## src/sv/u8sv_pkg.sv

```systemverilog
// ----------------------------------------------------------------------------
// u8sv_pkg
// Types and constants used by the UTF-8 stream validator: sequence lengths,
// remaining counts and the smallest code point allowed for each multi-byte length.
// ----------------------------------------------------------------------------
package u8sv_pkg;

    localparam int CP_W  = 21;
    localparam int REM_W = 2;
    localparam int LEN_W = 3;

    typedef logic [CP_W-1:0]  t_cp;
    typedef logic [REM_W-1:0] t_rem;
    typedef logic [LEN_W-1:0] t_len;

    localparam t_len LEN_NONE = 3'd0;
    localparam t_len LEN_2    = 3'd2;
    localparam t_len LEN_3    = 3'd3;
    localparam t_len LEN_4    = 3'd4;

    localparam t_rem REM_NONE = 2'd0;
    localparam t_rem REM_1    = 2'd1;
    localparam t_rem REM_2    = 2'd2;
    localparam t_rem REM_3    = 2'd3;

    localparam t_cp LEAST_2 = 21'h00080;
    localparam t_cp LEAST_3 = 21'h00800;
    localparam t_cp LEAST_4 = 21'h10000;

endpackage

```

## src/sv/utf8_stream_validator.sv

```systemverilog
// ----------------------------------------------------------------------------
// utf8_stream_validator
// Checks a byte stream, one buffer at a time, for valid UTF-8.
// ----------------------------------------------------------------------------
// Input channel: i_valid / o_stall carry one byte (i_data_byte) per transfer,
// with i_end_of_buffer marking the last byte of a buffer. Empty buffers are
// never sent.
// Output channel: o_valid / i_stall carry one transfer per buffer,
// o_buffer_valid = 1 if the whole buffer was valid UTF-8.
// A transferred byte is held in the input register and decoded when it leaves
// it; a last byte's result is registered in the output register at that point.
// Throughput: one byte per cycle unless a held result stalls a last byte; each
// byte updates remaining count, length, partial code point and error flag.
// Reset clears the decode state and both valid flags; no result is lost or
// replayed. While i_stall holds a result, a further last byte waits in the
// input register and o_stall rises; bytes that are not last keep flowing.
// Errors: stray continuation, lead F8..FF, missing continuation, sequence
// cut short at buffer end, overlong forms. Surrogates and F5..F7 pass.
// ----------------------------------------------------------------------------
module utf8_stream_validator (
    input  logic       i_clk,
    input  logic       i_rst_n,
    input  logic       i_valid,
    output logic       o_stall,
    input  logic [7:0] i_data_byte,
    input  logic       i_end_of_buffer,
    output logic       o_valid,
    input  logic       i_stall,
    output logic       o_buffer_valid
);
    import u8sv_pkg::*;

    logic       r_in_valid;
    logic [7:0] r_in_byte;
    logic       r_in_eob;
    logic       r_out_valid;
    logic       r_out_bv;

    t_rem r_rem, n_rem;
    t_len r_len, n_len;
    t_cp  r_cp,  n_cp;
    logic r_err, n_err;

    t_cp  cp_shift;
    t_cp  least;
    t_rem rem_dec;
    logic advance;
    logic in_take;
    logic out_take;
    logic n_bv;

    assign out_take = r_out_valid && !i_stall;
    assign advance  = r_in_valid && (!r_in_eob || !r_out_valid || !i_stall);
    assign o_stall  = r_in_valid && !advance;
    assign in_take  = i_valid && !o_stall;

    assign cp_shift = {r_cp[CP_W-7:0], r_in_byte[5:0]};
    assign rem_dec  = r_rem - REM_1;

    always_comb begin
        case (r_len)
            LEN_2:   least = LEAST_2;
            LEN_3:   least = LEAST_3;
            default: least = LEAST_4;
        endcase
    end

    always_comb begin
        n_rem = r_rem;
        n_len = r_len;
        n_cp  = r_cp;
        n_err = r_err;
        if (r_rem == REM_NONE) begin
            case (r_in_byte) inside
                [8'h00:8'h7F]: begin
                end
                [8'h80:8'hBF]: begin
                    n_err = 1'b1;
                end
                [8'hC0:8'hDF]: begin
                    n_len = LEN_2;
                    n_rem = REM_1;
                    n_cp  = t_cp'(r_in_byte[4:0]);
                end
                [8'hE0:8'hEF]: begin
                    n_len = LEN_3;
                    n_rem = REM_2;
                    n_cp  = t_cp'(r_in_byte[3:0]);
                end
                [8'hF0:8'hF7]: begin
                    n_len = LEN_4;
                    n_rem = REM_3;
                    n_cp  = t_cp'(r_in_byte[2:0]);
                end
                default: begin
                    n_err = 1'b1;
                end
            endcase
        end else if (r_in_byte[7:6] != 2'b10) begin
            n_err = 1'b1;
            n_rem = REM_NONE;
            n_len = LEN_NONE;
            n_cp  = '0;
        end else begin
            n_rem = rem_dec;
            if (rem_dec == REM_NONE) begin
                if (cp_shift < least) begin
                    n_err = 1'b1;
                end
                n_len = LEN_NONE;
                n_cp  = '0;
            end else begin
                n_cp = cp_shift;
            end
        end
        n_bv = !(n_err || (n_rem != REM_NONE));
        if (r_in_eob) begin
            n_rem = REM_NONE;
            n_len = LEN_NONE;
            n_cp  = '0;
            n_err = 1'b0;
        end
    end

    always_ff @(posedge i_clk) begin
        if (!i_rst_n) begin
            r_in_valid  <= 1'b0;
            r_out_valid <= 1'b0;
            r_rem       <= REM_NONE;
            r_len       <= LEN_NONE;
            r_cp        <= '0;
            r_err       <= 1'b0;
        end else begin
            if (in_take) begin
                r_in_valid <= 1'b1;
            end else if (advance) begin
                r_in_valid <= 1'b0;
            end
            if (advance && r_in_eob) begin
                r_out_valid <= 1'b1;
            end else if (out_take) begin
                r_out_valid <= 1'b0;
            end
            if (advance) begin
                r_rem <= n_rem;
                r_len <= n_len;
                r_cp  <= n_cp;
                r_err <= n_err;
            end
        end
    end

    always_ff @(posedge i_clk) begin
        if (in_take) begin
            r_in_byte <= i_data_byte;
            r_in_eob  <= i_end_of_buffer;
        end
        if (advance && r_in_eob) begin
            r_out_bv <= n_bv;
        end
    end

    assign o_valid        = r_out_valid;
    assign o_buffer_valid = r_out_bv;

`ifndef SYNTHESIS
    a_clear_after_last: assert property (@(posedge i_clk) disable iff (!i_rst_n)
        advance && r_in_eob |=> (r_rem == REM_NONE) && (r_len == LEN_NONE)
            && (r_cp == '0) && !r_err)
        else $error("decode state not cleared after last byte");

    a_len_tracks_rem: assert property (@(posedge i_clk) disable iff (!i_rst_n)
        (r_rem == REM_NONE) == (r_len == LEN_NONE))
        else $error("sequence length and remaining count disagree");

    a_stall_only_on_result: assert property (@(posedge i_clk) disable iff (!i_rst_n)
        o_stall |-> r_in_valid && r_in_eob && r_out_valid && i_stall)
        else $error("input stalled without a pending result");
`endif

endmodule
```

## config.mk

```make
export PLATFORM = sky130hd
export DESIGN_NAME = utf8_stream_validator
export DESIGN_NICKNAME = d
export VERILOG_FILES = /design/src/sv/u8sv_pkg.sv /design/src/sv/utf8_stream_validator.sv
export SDC_FILE = /design/constraint.sdc
export NUM_CORES = 1
export LEC_CHECK = 0
export BUFFER_PORTS_ARGS = -buffer_cell sky130_fd_sc_hd__buf_2
export CAP_MARGIN = 10
export CORE_ASPECT_RATIO = 1.5
export CORE_MARGIN = 4
export CORE_UTILIZATION = 30
export DETAILED_ROUTE_END_ITERATION = 16
export GPL_TIMING_DRIVEN = 0
export PLACE_DENSITY = 0.59
export RECOVER_POWER = 100
export SYNTH_ARGS = -nofsm -noshare
export SYNTH_HDL_FRONTEND = slang
export SYNTH_SLANG_ARGS = --single-unit
```

## constraint.sdc

```tcl
create_clock -name i_clk -period 1.5 [get_ports i_clk]
set_input_delay 0.225 -clock i_clk [delete_from_list [all_inputs] [get_ports i_clk]]
set_output_delay 0.225 -clock i_clk [all_outputs]
set_load 0.02 [all_outputs]
```

# Word level (Yosys, flattened, before mapping)
# Cells that the tools add are included.
[word_totals]
reg_bits = 33
inputBits = 13
out_inout_bits = 3
wordCells = 95
[classes]
addsub = 1
magnitude_cmp = 11
n_eq_ne = 6
muxes = 41
n_reduce_logical = 27
[op_table]
columns = ["op", "n"]
rows = [
  ["two-way mux 15 bit", 9],
  ["one-hot mux 17 bit (2 select lines)", 1],
  [">= comparator 8 bit (second input constant)", 4],
  ["less-or-equal comparator 8 bit (second input constant)", 4],
  ["two-way mux 3 bit", 9],
  ["less-than comparator 21 x 17 -> 1 bit", 1],
  ["two-way mux 2 bit", 8],
  ["two-way mux 1 bit", 14],
  ["logical AND 1 bit", 10],
  [">= comparator 8 x 1 -> 1 bit (second input constant)", 1],
  ["less-or-equal comparator 8 x 7 -> 1 bit (second input constant)", 1],
  ["equality test 3 x 2 -> 1 bit (second input constant)", 2],
  ["zero test 1 bit", 6],
  ["inequality test 3 bit (second input constant)", 2],
  ["nonzero test 2 bit", 3],
  ["inequality test 5 x 2 -> 1 bit (second input constant)", 1],
  ["AND reduction 5 bit", 1],
  ["zero test 2 bit", 2],
  ["AND reduction 4 bit", 1],
  ["nonzero test 4 bit", 1],
  ["logical OR 1 bit", 3],
  ["inequality test 2 bit (second input constant)", 1],
  ["subtractor 2 x 1 -> 2 bit (second input constant)", 1],
]

# Longest topological paths before layout
# Gate-level depths: netlist of the first run.
[logic_depth]
word_depth = 11
depth_mapped = 9
depth_no_buf = 7

# Worst setup path after synthesis of the first run
# OpenSTA, ideal clock, no wires.
[synth_timing]
path_kind = "reg-to-reg"
start = "register r_rem[0]"
end = "register r_cp[10]"
setup_time_ns = 0.076
arrival_time_ns = 1.593
t_required_ns = 1.424
path_slack_ns = -0.168
path_stages_with_launch = 10
n_path_buf = 2
synth_period_minus_slack_ns = 1.668
cell_sequence = "dfxtp_1 -> inv_1 -> ha_1 -> buf_4 -> nor2_1 -> nand2_1 -> nor3_1 -> clkbuf_1 -> nand3_1 -> a21boi_0"
[synth_between]
elab_chain_cells = 6
word_cells_on_any_way = 11
cone_classes = "1 x add/sub; 3 x eq/ne; 4 x mux; 3 x reduce/logical"
[synth_rtl]
columns = ["element", "line", "rtl"]
rows = [
  ["start, declared", "utf8_stream_validator.sv:39", "t_rem r_rem, n_rem;"],
  ["start signal, assigned", "utf8_stream_validator.sv:145", "r_rem <= n_rem;"],
  ["subtractor 2 x 1 -> 2 bit", "utf8_stream_validator.sv:58", "assign rem_dec = r_rem - REM_1;"],
  ["zero test 2 bit", "utf8_stream_validator.sv:106", "if (rem_dec == REM_NONE) begin"],
  ["two-way mux 15 bit", "utf8_stream_validator.sv:106", ""],
  ["two-way mux 15 bit", "utf8_stream_validator.sv:99", "end else if (r_in_byte[7:6] != 2'b10) begin"],
  ["two-way mux 15 bit", "utf8_stream_validator.sv:73", "if (r_rem == REM_NONE) begin"],
  ["two-way mux 15 bit", "utf8_stream_validator.sv:117", "if (r_in_eob) begin"],
  ["end signal, assigned", "utf8_stream_validator.sv:147", "r_cp <= n_cp;"],
  ["end, declared", "utf8_stream_validator.sv:41", "t_cp r_cp, n_cp;"],
]
# Several ways; a longest one is shown, not always the timed one.
# A chain may end at the register's enable or synchronous reset.

# Final worst setup path of the first run
[layout_timing]
start = "register r_cp[1]"
end = "register r_out_bv, in the netlist o_buffer_valid (data pin)"
[layout_between]
elab_chain_cells = 7
[layout_rtl]
columns = ["element", "line", "rtl"]
rows = [
  ["less-than comparator 21 x 17 -> 1 bit", "utf8_stream_validator.sv:107", "if (cp_shift < least) begin"],
  ["two-way mux 1 bit", "utf8_stream_validator.sv:107", ""],
  ["two-way mux 1 bit", "utf8_stream_validator.sv:106", ""],
  ["two-way mux 1 bit", "utf8_stream_validator.sv:99", ""],
  ["two-way mux 1 bit", "utf8_stream_validator.sv:73", ""],
  ["logical OR 1 bit", "utf8_stream_validator.sv:116", "n_bv = !(n_err || (n_rem != REM_NONE));"],
  ["zero test 1 bit", "utf8_stream_validator.sv:116", ""],
  ["named net n_bv", "utf8_stream_validator.sv:50", "logic n_bv;"],
  ["end signal, assigned", "utf8_stream_validator.sv:159", "r_out_bv <= n_bv;"],
  ["end, declared", "utf8_stream_validator.sv:37", "logic r_out_bv;"],
]
# The timed path passes the listed nets, and every way through them passes these cells.

==> impl_metrics.py, run 1 <==
metrics = {
    "outcome": {
        "violations": "setup timing",
        "status": "finished with violations",
    },
    "clocking": {
        "path_clk_slew_ns": 0.07,
        "cts_buffers": 5,
        "cts_max_path_buffers": 2,
        "cts_hold_buf": 0,
        "clk_latency_ns": 0.29,
        "cts_tree": "yes",
        "cts-root-buf": "clkbuf_8",
        "clock_sinks": 33,
        "htreeDepth": 2,
    },
    "sta": {
        "report.final.hold_viol_count": 0,
        "slew_headroom_pct": 69.18,
        "setup_viol": 18,
        "slew_violations": 0,
        "fmax_ghz": 0.5485,
        "rsz0062_at_grt": "yes",
        "tns_ns": -0.7636,
        "finalCritPeriodShare_pct": 121.6,
        "worst_pin_slew_ns": 0.4623,
        "skew_ns": 0.01080,
        "setup_slack_ns": -0.3233,
        "period_needed_ns": 1.823,
    },
    "place": {
        "dp_slack_ns": -0.3417,
        "post-dp-hpwl_microns": 2227,
        "place.gp.congestion": 0.7768,
        "portBuffers": 15,
    },
    "synth": {
        "avgSynthCellArea_sq_um": 9.797,
        "synth_nets": 170,
        "yosys.cell_types.count": 38,
        "seq_area_frac_synth_pct": 50.75,
        "synthCells": 153,
        "synth.area.top_cells": "dfxtp_1, edfxtp_1, a21boi_0",
        "synth_edf_count": 10,
        "synthArstFlopShare_pct": 0,
        "synth_top_area_cell": "dfxtp_1",
        "synth_area_sq_um": 1499,
        "synth_ff_type": "dfxtp_1",
        "synth_top_area_share_pct": 30.72,
        "yosysWarningCount": 0,
        "ys_ff_latch": 33,
    },
    "worst_setup_path": {
        "path_max_fanout": 3,
        "r2r_end": "o_buffer_valid$_DFFE_PP_",
        "critPathCaptureType": "flop",
        "required_ns": 1.52,
        "worst_setup_path_start_kind": "flop",
        "arrival_ns": 1.85,
        "path_cells": "or4b_4 -> o41ai_4 -> a2111oi_2 -> a31oi_1 -> nor3_1",
        "timing.rr.start": "r_cp[1]$_SDFFE_PN0P_",
        "reg2regPathDepth": 5,
        "crit_type": "flop to flop",
        "max_stage_delay_ns": 0.55,
        "r2r_slack_ns": -0.32,
        "cp_slowest_cell": "or4b_4",
    },
    "global_route": {
        "grt_max_degree": 12,
        "grt_pass1_vias": 1174,
        "gr-total-overflow": 0,
        "antenna_found_initial": 0,
        "track_usage_pct": 11.65,
        "grt_pass1_wl_microns": 5368,
    },
    "cells_and_area": {
        "regArea_sq_um": 767.0,
        "drive_gt1_share_pct": 37.77,
        "multi_input_area_sq_um": 874.6,
        "n_fill_cell": 459,
        "layout_common_cells": "nand2_1, dfxtp_1, a21boi_1, buf_2, buf_4",
        "finalNetCount": 204,
        "syn_to_final_growth_pct": 37.81,
        "diodes": 0,
        "final_common_cell": "nand2_1",
    },
    "floorplanning": {
        "fp.dieW_microns": 65.72,
        "fp.dieArea_sq_um": 6215,
        "ios": 16,
        "start_util_pct": 30.92,
        "core_area_sq_um": 4848,
        "die_h_microns": 94.57,
        "rows": 31,
    },
    "route": {
        "firstDrtPassIters": 4,
        "antenna_left": 0,
        "via_per_inst": 4.894,
        "drt_iter0_drc": 40,
        "vias": 1243,
        "drcViolationCount": 0,
        "routedWlPerCell_microns": 13.72,
        "drt-total-wl_microns": 3484,
    },
    "min_path": {
        "hold_end": "r_in_byte[0]$_DFFE_PP_",
        "hold_depth": 1,
        "hold_class": "input pin to flop",
        "worstHoldStart": "i_data_byte[0]",
    },
    "job": {
        "drv_cap": 0,
    },
    "power": {
        "clkPwrFrac_pct": 38.0,
        "p_int_w": 0.001394,
        "power_per_cell_area_nw_per_um2": 884.9,
        "p_switching_w": 0.0004335,
        "p_total_w": 0.001828,
        "vdd_drop_max_mv": 0.6134,
        "p_leak_nw": 0.7599,
        "swShare_pct": 23.72,
        "seq_power_share_pct": 52.8,
        "combinationalPowerShare_pct": 9.2,
    },
}
## worst max-delay path by stage
stage,startpoint,to,slack (ns),cells after the start
finish,r_cp[1]$_SDFFE_PN0P_,o_buffer_valid$_DFFE_PP_,-0.32,5
global route,r_cp[1]$_SDFFE_PN0P_,o_buffer_valid$_DFFE_PP_,-0.44,5
CTS,r_cp[1]$_SDFFE_PN0P_,o_buffer_valid$_DFFE_PP_,-0.31,5
detailed placement,r_len[1]$_SDFFE_PN0P_,r_err$_SDFFE_PN0P_,-0.34,7
global placement,r_len[1]$_SDFFE_PN0P_,o_buffer_valid$_DFFE_PP_,-0.35,7
floorplan,r_cp[9]$_SDFFE_PN0P_,o_buffer_valid$_DFFE_PP_,-0.14,5
## layout make-up
| class | instances | share of cell area (%) |
|---|---|---|
| multi-input combinational | 109 | 42.34 |
| sequential | 33 | 37.13 |
| timing repair buffer | 28 | 9.085 |
| clock buffer | 7 | 4.179 |
| tap | 66 | 3.998 |
| buffer | 5 | 1.938 |
| inverter | 5 | 1.030 |
| clock inverter | 1 | 0.3028 |
## state kept, by name, indices dropped and copies added, names as in the netlist
register	count
r_cp	15
r_in_byte	8
r_len	3
r_rem	2
o_buffer_valid	1
o_valid	1
r_err	1
r_in_eob	1
r_in_valid	1
## power groups by stage
| stage | registers (W) | logic (W) | clock network (W) |
|---|---|---|---|
| final | 0.000966 | 0.000167 | 0.000695 |
| after global routing | 0.000968 | 0.000185 | 0.000760 |
| after CTS | 0.000963 | 0.000151 | 0.000716 |
| after detailed placement | 0.000984 | 0.000121 | 0 |
| after global placement | 0.000984 | 0.000122 | 0 |
| after floorplan | 0.000982 | 0.0000791 | 0 |
## synth_stat cells (3+ instances only)
| master | instances |
|---|---|
| a22o_1 | 3 |
| o21ai_0 | 3 |
| a21boi_0 | 13 |
| dfxtp_1 | 23 |
| o21a_1 | 4 |
| mux2i_1 | 3 |
| nor3_1 | 4 |
| inv_1 | 5 |
| nand3_1 | 12 |
| and3_1 | 4 |
| clkbuf_1 | 3 |
| a21oi_1 | 6 |
| edfxtp_1 | 10 |
| ha_1 | 4 |
| nor2_1 | 3 |
| nand2_1 | 25 |
## kinds of logic after synthesis
family	after synthesis	share of synthesized area, %
multiplexers	3	2.003
adder cells (fa/ha/maj)	4	3.339
AO/OA/AOI/OAI	37	17.95
AND/OR/NAND/NOR	65	22.79
buffers and inverters	11	3.172
flip-flops	33	50.75
## per-layer routing
layer  GRT usage (%)  wire length, microns  vias to the layer above
met3           3.214                   138                        8
met5               0                     0                        -
met4           7.093                   100                        0
met2           20.42                  1993                       34
met1           12.04                  1251                      583
li1                -                     -                      618
## critical path, delay by kind of cell (launching register included)
kind | cells | cell delay [ns]
flip-flops | 1 | 0.32
AO/OA/AOI/OAI | 3 | 0.61
AND/OR/NAND/NOR | 2 | 0.63
## repair_timing
item | 4_1_cts | 5_1_grt
setup endpoints to repair | 29 | 22
hold endpoints to repair | 0 | 0
resized for setup | 26 | 24
cloned | 1 | 0
pin swaps | 4 | 10
buffers inserted | 7 | 5
## stage by stage
| step | cells | cell area [sq um] | util (%) | hold slack [ns] |
|---|---|---|---|---|
| finish | 254 | 2066 | 42.61 | 0.1064 |
| global route | 254 | 2066 | 42.61 | 0.09389 |
| CTS | 250 | 1938 | 39.97 | 0.09894 |
| detailed placement | 234 | 1679 | 34.63 | 0.4031 |
| global placement | 234 | 1679 | 34.63 | 0.4014 |
| floorplan | 153 | 1521 | - | 0.3239 |
(Power assumes the default switching activity.)
==> inputs of run 2 (changes only) <==
Settings changed: ABC_AREA set to 1, GPL_TIMING_DRIVEN 0 to unset, SLEW_MARGIN set to 15.
==> impl_metrics.py, run 2 <==
metrics = {
    "outcome": {
        "status": "complete, no violations",
    },
    "sta": {
        "setup_slack_ns": 0.03781,
        "rsz0062_at_grt": "yes",
        "hold_slack_ns": 0.1147,
        "setup_viol": 0,
        "worst_pin_slew_ns": 0.3035,
        "skew_ns": 0.004905,
        "tns_ns": 0,
        "report.final.hold_viol_count": 0,
        "slew_headroom_pct": 79.77,
        "fmax_ghz": 0.6839,
        "period_needed_ns": 1.462,
        "slew_violations": 0,
        "finalCritPeriodShare_pct": 97.48,
    },
    "synth": {
        "synth_area_sq_um": 1653,
        "yosys-top-cells-count": "nand2_1, dfxtp_1, inv_1, nor2_1",
        "avgSynthCellArea_sq_um": 8.476,
        "synth_ff_type": "dfxtp_1",
        "synth_nets": 212,
        "yosys.cell_count.top_type": "nand2_1",
        "ys_ff_latch": 33,
        "synth_top_area_share_pct": 27.86,
        "synth_top_area_cell": "dfxtp_1",
        "synth.area.top_cells": "dfxtp_1, edfxtp_1, nand2_1",
        "synth_edf_count": 10,
        "synthArstFlopShare_pct": 0,
        "synthCells": 195,
        "seq_area_frac_synth_pct": 46.03,
        "yosysWarningCount": 0,
        "yosys.cell_types.count": 29,
    },
    "min_path": {
        "hold_end": "r_in_byte[3]$_DFFE_PP_",
        "hold_depth": 1,
        "hold_class": "input pin to flop",
        "worstHoldStart": "i_data_byte[3]",
    },
    "cells_and_area": {
        "syn_to_final_growth_pct": 27.78,
        "diodes": 0,
        "reg.largest.list": "r_cp (15), r_in_byte (8), r_len (3)",
        "top_register": "r_cp",
        "drive_gt1_share_pct": 41.10,
        "largest_register_ffs": 15,
        "n_fill_cell": 530,
        "finalNetCount": 252,
        "layout_common_cells": "nand2_1, nor2_1, dfxtp_1",
        "final_common_cell": "nand2_1",
    },
    "route": {
        "drcViolationCount": 0,
        "via_per_inst": 4.441,
        "drt-total-wl_microns": 3385,
        "drt_iter0_drc": 42,
        "routedWlPerCell_microns": 11.13,
        "antenna_left": 0,
        "vias": 1350,
        "firstDrtPassIters": 4,
    },
    "power": {
        "vdd_drop_max_mv": 0.4745,
        "seq_power_share_pct": 53.5,
        "clkPwrFrac_pct": 35.2,
        "p_total_w": 0.001809,
        "combinationalPowerShare_pct": 11.3,
        "p_int_w": 0.001357,
        "p_switching_w": 0.0004522,
        "power_per_cell_area_nw_per_um2": 856.6,
        "swShare_pct": 25.00,
        "p_leak_nw": 0.8531,
    },
    "worst_setup_path": {
        "r2r_end": "o_buffer_valid$_DFFE_PP_",
        "arrival_ns": 1.50,
        "worst_setup_path_start_kind": "flop",
        "reg2regPathDepth": 13,
        "required_ns": 1.54,
        "critPathCaptureType": "flop",
        "crit_type": "flop to flop",
        "r2r_slack_ns": 0.04,
        "timing.rr.start": "r_len[2]$_SDFFE_PN0P_",
        "path_max_fanout": 2,
    },
    "floorplanning": {
        "fp.dieW_microns": 68.61,
        "fp.dieArea_sq_um": 6786,
        "die_h_microns": 98.91,
        "rows": 32,
        "ios": 16,
        "start_util_pct": 31.51,
        "core_area_sq_um": 5245,
    },
    "global_route": {
        "antenna_found_initial": 0,
        "grt_pass1_vias": 1331,
        "gr-total-overflow": 0,
        "track_usage_pct": 11.83,
        "grt_pass1_wl_microns": 5927,
        "grt_max_degree": 21,
    },
    "place": {
        "post-dp-hpwl_microns": 2529,
        "place.gp.congestion": 0.7789,
        "dp_slack_ns": -0.08014,
        "portBuffers": 15,
    },
    "clocking": {
        "htreeDepth": 2,
        "path_clk_slew_ns": 0.07,
        "cts_hold_buf": 0,
        "cts_max_path_buffers": 2,
        "clk_latency_ns": 0.28,
        "cts_buffers": 5,
        "cts_tree": "yes",
        "cts-root-buf": "clkbuf_8",
        "clock_sinks": 33,
    },
    "job": {
        "drv_cap": 0,
    },
}
[run 2: area by class of cell]
type / count / area, sq um / share of cell area [%]
multi-input cells: 131 / 812.0 / 38.45
flip-flops and latches: 33 / 764.5 / 36.20
repair buffers: 38 / 262.8 / 12.44
inverters: 26 / 105.1 / 4.976
well taps: 68 / 85.08 / 4.028
clock buffers: 6 / 72.57 / 3.436
clock inverters: 2 / 10.01 / 0.4739
[run 2: power by group through the flow]
stage | logic [W] | registers [W] | clock network (W)
6_report | 0.000205 | 0.000968 | 0.000637
5_1_grt | 0.000231 | 0.000971 | 0.000694
3_3_place_gp | 0.000180 | 0.000985 | 0
3_5_place_dp | 0.000180 | 0.000986 | 0
4_1_cts | 0.000191 | 0.000966 | 0.000658
2_1_floorplan | 0.000120 | 0.000985 | 0
[run 2: cells by family after synthesis]
| family | Yosys count | share of synthesized area (%) |
|---|---|---|
| AOI/OAI and AO/OA | 30 | 12.19 |
| and+or+nand+nor | 97 | 29.98 |
| adders and majority gates | 4 | 3.028 |
| buffers and inverters | 31 | 8.781 |
| DFF | 33 | 46.03 |
[run 2: worst max path at each step]
stage                                 startpoint                       end  slack (ns)  depth (start not counted)
after floorplan            r_rem[0]$_SDFFE_PN0P_      r_cp[5]$_SDFFE_PN0P_        0.03                         10
after global placement     r_rem[1]$_SDFFE_PN0P_      r_cp[2]$_SDFFE_PN0P_       -0.07                          9
after detailed placement   r_rem[1]$_SDFFE_PN0P_      r_cp[1]$_SDFFE_PN0P_       -0.08                          9
after CTS                  r_rem[0]$_SDFFE_PN0P_      r_cp[1]$_SDFFE_PN0P_       0.002                          9
after global routing      r_in_byte[7]$_DFFE_PP_      r_cp[0]$_SDFFE_PN0P_       -0.08                         10
final                      r_len[2]$_SDFFE_PN0P_  o_buffer_valid$_DFFE_PP_        0.04                         13
[run 2: repair_timing]
action,4_1_cts,5_1_grt
buffers inserted,5,1
gates resized for setup,3,26
pin swaps,3,6
endpoints found under the setup margin,19,21
[run 2: metal layers]
| metal | track usage, % | wire (microns) | part of all wire (%) | up-vias |
|---|---|---|---|---|
| met3 | 3.193 | 113 | 3.3 | 7 |
| li1 | - | - | - | 706 |
| met4 | 6.279 | 88 | 2.6 | 0 |
| met5 | 0 | 0 | 0 | - |
| met2 | 19.28 | 1799 | 53 | 22 |
| met1 | 13.59 | 1384 | 41 | 615 |
[run 2: worst max-delay path: stages (launching register included)]
cell and delay (ns):
dfxtp_2 0.33, inv_2 0.05, nand2_2 0.05, inv_2 0.06, nand2_2 0.05, ha_4 0.15, inv_2 0.04, nand2_1 0.05
nor3_2 0.15, nand2_1 0.06, nand2_1 0.06, nand2_1 0.06, nand2_2 0.07, a21oi_2 0.05
[run 2: metrics by stage]
stage                     utilization, %  cell area [sq um]  cells
after CTS                          38.86               2038    303
after detailed placement           36.43               1911    290
after global placement             36.43               1911    290
after global routing               40.27               2112    304
final                              40.27               2112    304
after floorplan                        -               1653    195
